<file path="src/rtl/tcr_pkg.sv">
// Package for the touch coordinate remapper.
// Holds field widths, configuration register indexes, mode codes and reset values.
// No dependencies.
package tcr_pkg;

	localparam int COORD_BITS_DEF = 12;
	localparam int DIM_BITS       = 12;
	localparam int ID_BITS        = 5;
	localparam int ACT_BITS       = 2;
	localparam int MODE_BITS      = 2;
	localparam int CFG_IDX_BITS   = 3;

	// configuration register indexes
	localparam logic [CFG_IDX_BITS-1:0] REG_SWAP_MODE     = 3'd0;
	localparam logic [CFG_IDX_BITS-1:0] REG_SOURCE_WIDTH  = 3'd1;
	localparam logic [CFG_IDX_BITS-1:0] REG_SOURCE_HEIGHT = 3'd2;
	localparam logic [CFG_IDX_BITS-1:0] REG_TARGET_WIDTH  = 3'd3;
	localparam logic [CFG_IDX_BITS-1:0] REG_TARGET_HEIGHT = 3'd4;

	// swap_mode codes
	localparam logic [MODE_BITS-1:0] MODE_SCALE     = 2'd0;
	localparam logic [MODE_BITS-1:0] MODE_ROTATE    = 2'd1;
	localparam logic [MODE_BITS-1:0] MODE_SWAP      = 2'd2;
	localparam logic [MODE_BITS-1:0] MODE_SCALE_ALT = 2'd3;

	// reset values
	localparam logic [DIM_BITS-1:0] RST_SOURCE_WIDTH  = 12'd1920;
	localparam logic [DIM_BITS-1:0] RST_SOURCE_HEIGHT = 12'd1080;
	localparam logic [DIM_BITS-1:0] RST_TARGET_WIDTH  = 12'd2376;
	localparam logic [DIM_BITS-1:0] RST_TARGET_HEIGHT = 12'd1080;

endpackage

</file>
<file path="src/rtl/touch_coordinate_remapper.sv">
// Touch coordinate remapper: top level, multiply stage, bit-per-stage divider and clamp.
// Depends on tcr_pkg.
//
// Usage: one touch event enters on the input channel (in_valid / in_stall) as a
// transaction carrying pointer_id, raw_x, raw_y and touch_action. One result
// leaves on the output channel (out_valid / out_stall) with the same id and
// action and the remapped coordinates. Transactions leave in the order taken.
// The pipeline has one multiply stage, one range-check stage, one restoring-divide
// stage per quotient bit, and the clamp/output register. Throughput is one
// transaction per cycle while out_stall holds no valid result; the divider is
// fully unrolled into pipeline stages, so nothing iterates.
// When out_stall holds a valid result, the whole pipeline freezes and in_stall
// rises in the same cycle; nothing is dropped or repeated.
// Reset empties the pipeline and loads the configuration defaults (mode 0,
// source 1920x1080, target 2376x1080). The user must write configuration through
// cfg_write / cfg_index / cfg_data only while no transaction is in flight; the block does not enforce this.
module touch_coordinate_remapper #(
	parameter int COORD_BITS = tcr_pkg::COORD_BITS_DEF
) (
	input  logic                              clk,
	input  logic                              arst_n,
	input  logic                              cfg_write,
	input  logic [tcr_pkg::CFG_IDX_BITS-1:0]  cfg_index,
	input  logic [tcr_pkg::DIM_BITS-1:0]      cfg_data,
	input  logic                              in_valid,
	output logic                              in_stall,
	input  logic [tcr_pkg::ID_BITS-1:0]       pointer_id,
	input  logic [COORD_BITS-1:0]             raw_x,
	input  logic [COORD_BITS-1:0]             raw_y,
	input  logic [tcr_pkg::ACT_BITS-1:0]      touch_action,
	output logic                              out_valid,
	input  logic                              out_stall,
	output logic [tcr_pkg::ID_BITS-1:0]       out_pointer_id,
	output logic [COORD_BITS-1:0]             remap_x,
	output logic [COORD_BITS-1:0]             remap_y,
	output logic [tcr_pkg::ACT_BITS-1:0]      out_action
);

	localparam int CB    = COORD_BITS;
	localparam int DB    = tcr_pkg::DIM_BITS;
	localparam int NUM_W = CB + DB;
	localparam int EXT_W = ((CB > DB) ? CB : DB) + 1;
	localparam logic [CB-1:0] COORD_MAX = {CB{1'b1}};

	typedef struct packed {
		logic [tcr_pkg::ID_BITS-1:0]  id;
		logic [tcr_pkg::ACT_BITS-1:0] act;
		logic [CB-1:0]                x;
		logic [CB-1:0]                y;
	} meta_t;

	typedef struct packed {
		logic [DB-1:0] rem;
		logic [CB-1:0] low;
		logic [CB-1:0] quot;
		logic          ovf;
		logic [DB-1:0] dvs;
	} lane_t;

	function automatic lane_t div_init(logic [NUM_W-1:0] num, logic [DB-1:0] dvs);
		lane_t r;
		r.rem  = num[NUM_W-1:CB];
		r.low  = num[CB-1:0];
		r.quot = '0;
		r.ovf  = (num[NUM_W-1:CB] >= dvs);
		r.dvs  = dvs;
		return r;
	endfunction

	function automatic lane_t div_step(lane_t l);
		lane_t         r;
		logic [DB:0]   t;
		logic          ge;
		r  = l;
		t  = {l.rem, l.low[CB-1]};
		ge = (t >= {1'b0, l.dvs});
		r.rem  = ge ? DB'(t - {1'b0, l.dvs}) : t[DB-1:0];
		r.low  = {l.low[CB-2:0], 1'b0};
		r.quot = {l.quot[CB-2:0], ge};
		return r;
	endfunction

	function automatic logic [CB-1:0] div_result(lane_t l);
		return l.ovf ? COORD_MAX : l.quot;
	endfunction

	// configuration
	logic [tcr_pkg::MODE_BITS-1:0] swap_mode_q;
	logic [DB-1:0] source_width_q, source_height_q, target_width_q, target_height_q;

	always_ff @(posedge clk or negedge arst_n) begin
		if (!arst_n) begin
			swap_mode_q     <= tcr_pkg::MODE_SCALE;
			source_width_q  <= tcr_pkg::RST_SOURCE_WIDTH;
			source_height_q <= tcr_pkg::RST_SOURCE_HEIGHT;
			target_width_q  <= tcr_pkg::RST_TARGET_WIDTH;
			target_height_q <= tcr_pkg::RST_TARGET_HEIGHT;
		end else if (cfg_write) begin
			unique case (cfg_index)
				tcr_pkg::REG_SWAP_MODE:     swap_mode_q <= cfg_data[tcr_pkg::MODE_BITS-1:0];
				tcr_pkg::REG_SOURCE_WIDTH:  source_width_q  <= cfg_data;
				tcr_pkg::REG_SOURCE_HEIGHT: source_height_q <= cfg_data;
				tcr_pkg::REG_TARGET_WIDTH:  target_width_q  <= cfg_data;
				tcr_pkg::REG_TARGET_HEIGHT: target_height_q <= cfg_data;
				default: ;
			endcase
		end
	end

	// global advance: pipeline moves unless a held result is stalled
	logic adv;
	logic out_valid_q;
	assign adv       = !(out_valid_q && out_stall);
	assign in_stall  = !adv;
	assign out_valid = out_valid_q;

	// stage 1: operand select and multiply
	logic             rot;
	logic [CB-1:0]    mul_a_op, mul_b_op;
	logic [DB-1:0]    div_a_sel, div_b_sel;

	assign rot       = (swap_mode_q == tcr_pkg::MODE_ROTATE);
	assign mul_a_op  = rot ? raw_y : raw_x;
	assign mul_b_op  = rot ? raw_x : raw_y;
	assign div_a_sel = rot ? source_height_q : source_width_q;
	assign div_b_sel = rot ? source_width_q : source_height_q;

	logic             valid_s1;
	meta_t            meta_s1;
	logic [NUM_W-1:0] num_a_s1, num_b_s1;
	logic [DB-1:0]    div_a_s1, div_b_s1;

	// divider stages 0 .. CB
	logic  vld_s  [0:CB];
	meta_t meta_s [0:CB];
	lane_t lane_a_s [0:CB];
	lane_t lane_b_s [0:CB];

	always_ff @(posedge clk or negedge arst_n) begin
		if (!arst_n) begin
			valid_s1    <= 1'b0;
			out_valid_q <= 1'b0;
			for (int i = 0; i <= CB; i++) begin
				vld_s[i] <= 1'b0;
			end
		end else if (adv) begin
			valid_s1 <= in_valid;
			vld_s[0] <= valid_s1;
			for (int i = 1; i <= CB; i++) begin
				vld_s[i] <= vld_s[i-1];
			end
			out_valid_q <= vld_s[CB];
		end
	end

	always_ff @(posedge clk) begin
		if (adv) begin
			meta_s1.id  <= pointer_id;
			meta_s1.act <= touch_action;
			meta_s1.x   <= raw_x;
			meta_s1.y   <= raw_y;
			num_a_s1    <= NUM_W'(mul_a_op) * NUM_W'(target_width_q);
			num_b_s1    <= NUM_W'(mul_b_op) * NUM_W'(target_height_q);
			div_a_s1    <= div_a_sel;
			div_b_s1    <= div_b_sel;

			meta_s[0]   <= meta_s1;
			lane_a_s[0] <= div_init(num_a_s1, div_a_s1);
			lane_b_s[0] <= div_init(num_b_s1, div_b_s1);
			for (int i = 1; i <= CB; i++) begin
				meta_s[i]   <= meta_s[i-1];
				lane_a_s[i] <= div_step(lane_a_s[i-1]);
				lane_b_s[i] <= div_step(lane_b_s[i-1]);
			end
		end
	end

	// output stage: mode select and clamp
	logic [CB-1:0]    qa, qb;
	logic [EXT_W-1:0] tw_ext, qa_ext, diff;
	logic [CB-1:0]    rot_x, mx_nxt, my_nxt;

	assign qa     = div_result(lane_a_s[CB]);
	assign qb     = div_result(lane_b_s[CB]);
	assign tw_ext = EXT_W'(target_width_q);
	assign qa_ext = EXT_W'(qa);
	assign diff   = tw_ext - qa_ext;

	always_comb begin
		if (tw_ext < qa_ext) begin
			rot_x = '0;
		end else if (diff > EXT_W'(COORD_MAX)) begin
			rot_x = COORD_MAX;
		end else begin
			rot_x = diff[CB-1:0];
		end
	end

	always_comb begin
		unique case (swap_mode_q)
			tcr_pkg::MODE_ROTATE: begin
				mx_nxt = rot_x;
				my_nxt = qb;
			end
			tcr_pkg::MODE_SWAP: begin
				mx_nxt = meta_s[CB].y;
				my_nxt = meta_s[CB].x;
			end
			default: begin
				mx_nxt = qa;
				my_nxt = qb;
			end
		endcase
	end

	always_ff @(posedge clk) begin
		if (adv) begin
			out_pointer_id <= meta_s[CB].id;
			out_action     <= meta_s[CB].act;
			remap_x        <= mx_nxt;
			remap_y        <= my_nxt;
		end
	end

endmodule

</file>
<file path="config.mk">
export PLATFORM = sky130hd
export DESIGN_NAME = touch_coordinate_remapper
export DESIGN_NICKNAME = d
export VERILOG_FILES = /design/src/rtl/tcr_pkg.sv /design/src/rtl/touch_coordinate_remapper.sv
export SDC_FILE = /design/constraint.sdc
export NUM_CORES = 2
export LEC_CHECK = 0
export ABC_AREA = 0
export ABC_CLOCK_PERIOD_IN_PS = 60200
export BUFFER_PORTS_ARGS = -buffer_cell sky130_fd_sc_hd__buf_2
export CORE_AREA = 10 10 505 507
export CTS_BUF_LIST = sky130_fd_sc_hd__clkbuf_8
export DETAILED_ROUTE_END_ITERATION = 8
export DIE_AREA = 0 0 515 517
export GPL_ROUTABILITY_DRIVEN = 0
export PLACE_DENSITY = 0.51
export SLEW_MARGIN = 20
export SYNTH_ARGS = -nofsm -noshare
export SYNTH_HDL_FRONTEND = slang
export SYNTH_SLANG_ARGS = --single-unit
export TNS_END_PERCENT = 10
</file>
<file path="constraint.sdc">
create_clock -name clk -period 60.2 [get_ports clk]
set_clock_uncertainty 0.1 [all_clocks]
set_input_delay 6.02 -clock clk [delete_from_list [all_inputs] [get_ports clk]]
set_output_delay 6.02 -clock clk [all_outputs]
set_load 0.01 [all_outputs]
</file>
==> run_summary.xml <==
<?xml version="1.0" encoding="UTF-8"?>
<metrics>
  <group name="timing">
    <metric name="min_period_over_period" unit="%">21.6</metric>
    <metric name="slew_viol_final" unit="">0</metric>
    <metric name="maxSlewHeadroom" unit="%">29.8</metric>
    <metric name="finalHoldViolations" unit="">0</metric>
    <metric name="final.setup.tns" unit="ps">0</metric>
    <metric name="finalSetupViolations" unit="">0</metric>
    <metric name="tightestPinTransition" unit="ps">1050</metric>
    <metric name="fmaxAchievable" unit="MHz">77.0</metric>
    <metric name="finalWorstPathRequiredPeriod" unit="ps">12990</metric>
    <metric name="rsz0062_at_grt" unit="">no</metric>
  </group>
  <group name="routing">
    <metric name="drt.antenna.violating_nets" unit="">0</metric>
    <metric name="drc" unit="">0</metric>
    <metric name="route.final.wire_length" unit="um">139000</metric>
    <metric name="via_count" unit="">39300</metric>
    <metric name="firstDrtPassIters" unit="">6</metric>
    <metric name="detailed_router_s_first_iteration_violation_count" unit="">2108</metric>
    <metric name="via_per_inst" unit="">4.42</metric>
    <metric name="route.detailed.wl_per_inst" unit="um">15.6</metric>
  </group>
  <group name="die">
    <metric name="fp.dieW" unit="um">515</metric>
    <metric name="rows" unit="">182</metric>
    <metric name="start_util" unit="%">29.8</metric>
    <metric name="dieHeight" unit="um">517</metric>
    <metric name="dieArea" unit="um^2">266000</metric>
    <metric name="io_pins" unit="">84</metric>
    <metric name="core_region_area" unit="um^2">245000</metric>
  </group>
  <group name="clocking">
    <metric name="clock_pin_slew_worst_setup_and_hold_paths" unit="ps">60</metric>
    <metric name="cts_inserted_buffers" unit="">289</metric>
    <metric name="cts_tree" unit="">yes</metric>
    <metric name="cts_buffer_depth" unit="">4</metric>
    <metric name="cts_setup_buffers" unit="">0</metric>
    <metric name="clk_latency" unit="ps">1010</metric>
    <metric name="postCtsHoldBufs" unit="">0</metric>
    <metric name="cts_root_buf" unit="">clkbuf_8</metric>
    <metric name="clock_sinks" unit="">1516</metric>
    <metric name="cts_max_level" unit="">5</metric>
    <metric name="post_cts_resized" unit="">0</metric>
  </group>
  <group name="layout">
    <metric name="sequential_cell_area" unit="um^2">45200</metric>
    <metric name="num-fill-cells" unit="">23700</metric>
    <metric name="multi_input_area" unit="um^2">24800</metric>
    <metric name="areaGrowthSynthToFinish" unit="%">12.8</metric>
    <metric name="layout.cells.non_filler" unit="">8884</metric>
    <metric name="final_nets" unit="">6217</metric>
    <metric name="drive_gt1_share" unit="%">13.0</metric>
  </group>
  <group name="yosys">
    <metric name="post_synth_inst_count" unit="">5185</metric>
    <metric name="synthDominantAreaCellType" unit="">edfxtp_1</metric>
    <metric name="yosysWarnings" unit="">0</metric>
    <metric name="synthesis.nets" unit="">5910</metric>
    <metric name="synth_top_cell_area_share" unit="%">59.7</metric>
    <metric name="synth_area" unit="um^2">73000</metric>
    <metric name="synth.avg_cell_area" unit="um^2">14.1</metric>
    <metric name="asyncSetResetFlopFracSynth" unit="%">4.29</metric>
    <metric name="number_of_distinct_standard_cells_referenced_by_the_synthesized_netlist" unit="">68</metric>
    <metric name="synth_ff_type" unit="">edfxtp_1</metric>
    <metric name="number_of_enable_type_register_cells_in_the_synthesized_netlist" unit="">1451</metric>
    <metric name="part_of_the_yosys_area_used_for_sequential_elements" unit="%">62.0</metric>
    <metric name="yosys_register_bits" unit="">1516</metric>
    <metric name="synthTopCellsByArea" unit="">edfxtp_1 (60%), ha_1 (7.7%), fa_1 (6.1%)</metric>
  </group>
  <group name="placed_design">
    <metric name="place_inst" unit="">8421</metric>
    <metric name="hpwlAfterDp" unit="um">97500</metric>
    <metric name="io_buffers" unit="">83</metric>
  </group>
  <group name="setup_path">
    <metric name="worst_ep_required_time" unit="ps">54080</metric>
    <metric name="path_max_fanout" unit="">26</metric>
    <metric name="critPathKind" unit="">in -&gt; out</metric>
    <metric name="worstSetupEndpointType" unit="">output pin</metric>
    <metric name="startpoint_type" unit="">input pin</metric>
    <metric name="worst_endpoint_data_arrival_time" unit="ps">6870</metric>
  </group>
  <group name="run_status">
    <metric name="run_status" unit="">complete, no violations</metric>
  </group>
  <group name="grt">
    <metric name="grt_util_all_layers" unit="%">10.4</metric>
    <metric name="first_global_vias" unit="">42300</metric>
    <metric name="grt_max_degree" unit="">167</metric>
    <metric name="residual_overflow_from_global_routing" unit="">0</metric>
    <metric name="wire_length_of_the_first_global_routing_pass" unit="um">225000</metric>
    <metric name="grt_antenna_before_repair" unit="">10</metric>
  </group>
  <group name="job">
    <metric name="drv.max_cap_violation_count" unit="">0</metric>
  </group>
  <group name="min_path">
    <metric name="hold_path.class" unit="">reg -&gt; reg</metric>
  </group>
</metrics>
==> sequential cells by signal, indices dropped and copies added, names as in the netlist <==
name,flops
meta_s1,31
remap_x,12
source_height_q,12
valid_s1,1
target_width_q,12
num_b_s1,24
num_a_s1,24
target_height_q,12
out_valid,1
vld_s,13
out_action,2
lane_b_s,457
swap_mode_q,2
lane_a_s,457
remap_y,12
source_width_q,12
div_b_s1,12
out_pointer_id,5
div_a_s1,12
meta_s,403
==> metrics by stage <==
stage | utilization [%] | setup slack [ps] | hold slack [ps] | area (um^2)
floorplan | - | 4840 | 300 | 73000
global placement | 31.6 | 47170 | 301 | 77300
detailed placement | 31.6 | 47140 | 305 | 77300
CTS | 33.6 | 47140 | 259 | 82300
global route | 33.6 | 47110 | 277 | 82300
finish | 33.6 | 47210 | 272 | 82300
==> metal layers <==
metal | vias up | wire length (um) | global-route usage, %
li1 | 19200 | - | -
met1 | 19200 | 60600 | 12.7
met2 | 674 | 67300 | 17.8
met3 | 305 | 6520 | 2.45
met4 | 6 | 4530 | 4.18
met5 | - | 46 | 0
==> final cells by class <==
class                      instances  area share, %
sequential                      1516           54.9
multi-input combinational       2882           30.2
tap                             3220           4.90
clock buffer                     292           4.88
inverter                         689           3.14
clock inverter                   165           1.16
timing repair buffer             114          0.803
antenna                            6         0.0182
==> cells in the mapped netlist, types with 10 or more instances <==
library cell / count
fa_1: 223
xnor2_1: 132
nor2b_1: 78
a31oi_1: 15
dfstp_2: 16
o21a_1: 45
o31ai_1: 28
nand4_1: 40
a21o_1: 107
o211a_1: 13
nor2_1: 138
inv_1: 689
o21ai_0: 201
a22oi_1: 17
edfxtp_1: 1451
mux2_2: 252
o21bai_1: 10
and2_1: 122
nor4_1: 16
nand2_1: 353
xor2_1: 83
nand2b_1: 51
a311oi_1: 15
nand3_1: 39
buf_2: 16
clkbuf_1: 78
ha_1: 451
or4_1: 10
or3_1: 16
and3_1: 29
a211oi_1: 23
a21oi_1: 188
mux2i_1: 52
a221oi_1: 14
dfrtp_1: 49
nor3_1: 32
==> cell usage in the layout (no fill, tap or decap), types with 20 or more instances in the layout <==
| cell type | instances |
|---|---|
| a211oi_1 | 23 |
| a21o_1 | 107 |
| a21oi_1 | 188 |
| and2_1 | 122 |
| and3_1 | 29 |
| buf_2 | 83 |
| buf_4 | 30 |
| clkbuf_8 | 292 |
| clkinv_1 | 45 |
| clkinv_2 | 20 |
| dfrtp_1 | 49 |
| edfxtp_1 | 1451 |
| fa_1 | 223 |
| ha_1 | 451 |
| inv_1 | 770 |
| mux2_2 | 252 |
| mux2i_1 | 52 |
| nand2_1 | 352 |
| nand2b_1 | 51 |
| nand3_1 | 39 |
| nand4_1 | 40 |
| nor2_1 | 134 |
| nor2b_1 | 78 |
| nor3_1 | 32 |
| o21a_1 | 45 |
| o21ai_0 | 201 |
| o31ai_1 | 28 |
| xnor2_1 | 132 |
| xor2_1 | 83 |
==> kinds of logic (layout without fill, tap and decap cells) <==
| group | count (synthesis) | in the layout | share of synthesized area (%) |
|---|---|---|---|
| buf+inv | 787 | 1260 | 4.08 |
| other cells | 0 | 6 | 0 |
| compound gates | 744 | 744 | 6.55 |
| xor+xnor | 215 | 215 | 2.58 |
| simple gates | 944 | 944 | 6.36 |
| mux | 305 | 305 | 4.62 |
| flops | 1516 | 1516 | 62.0 |
| fa+ha+maj | 674 | 674 | 13.9 |
==> path summary, 6_finish.rpt <==
check	slack, ps	to	cells after the start	start
max	47210	in_stall	4	out_stall
min	270	lane_a_s[1][134]	0	lane_a_s[1][84]
max reg2reg	52680	num_a_s1[22]	22	swap_mode_q[1]
min reg2reg	270	lane_a_s[1][134]	0	lane_a_s[1][84]
max in group asynchronous	54290	target_width_q[5]	2	arst_n
min in group asynchronous	5120	target_height_q[0]	2	arst_n
==> critical path, stage by stage <==
cell,delay [ps]
buf_2,120
nand2_4,410
inv_1,100
buf_2,200
Power is not shown: default switching activity piles up to over one toggle a cycle in this logic, so the estimate is an artifact.
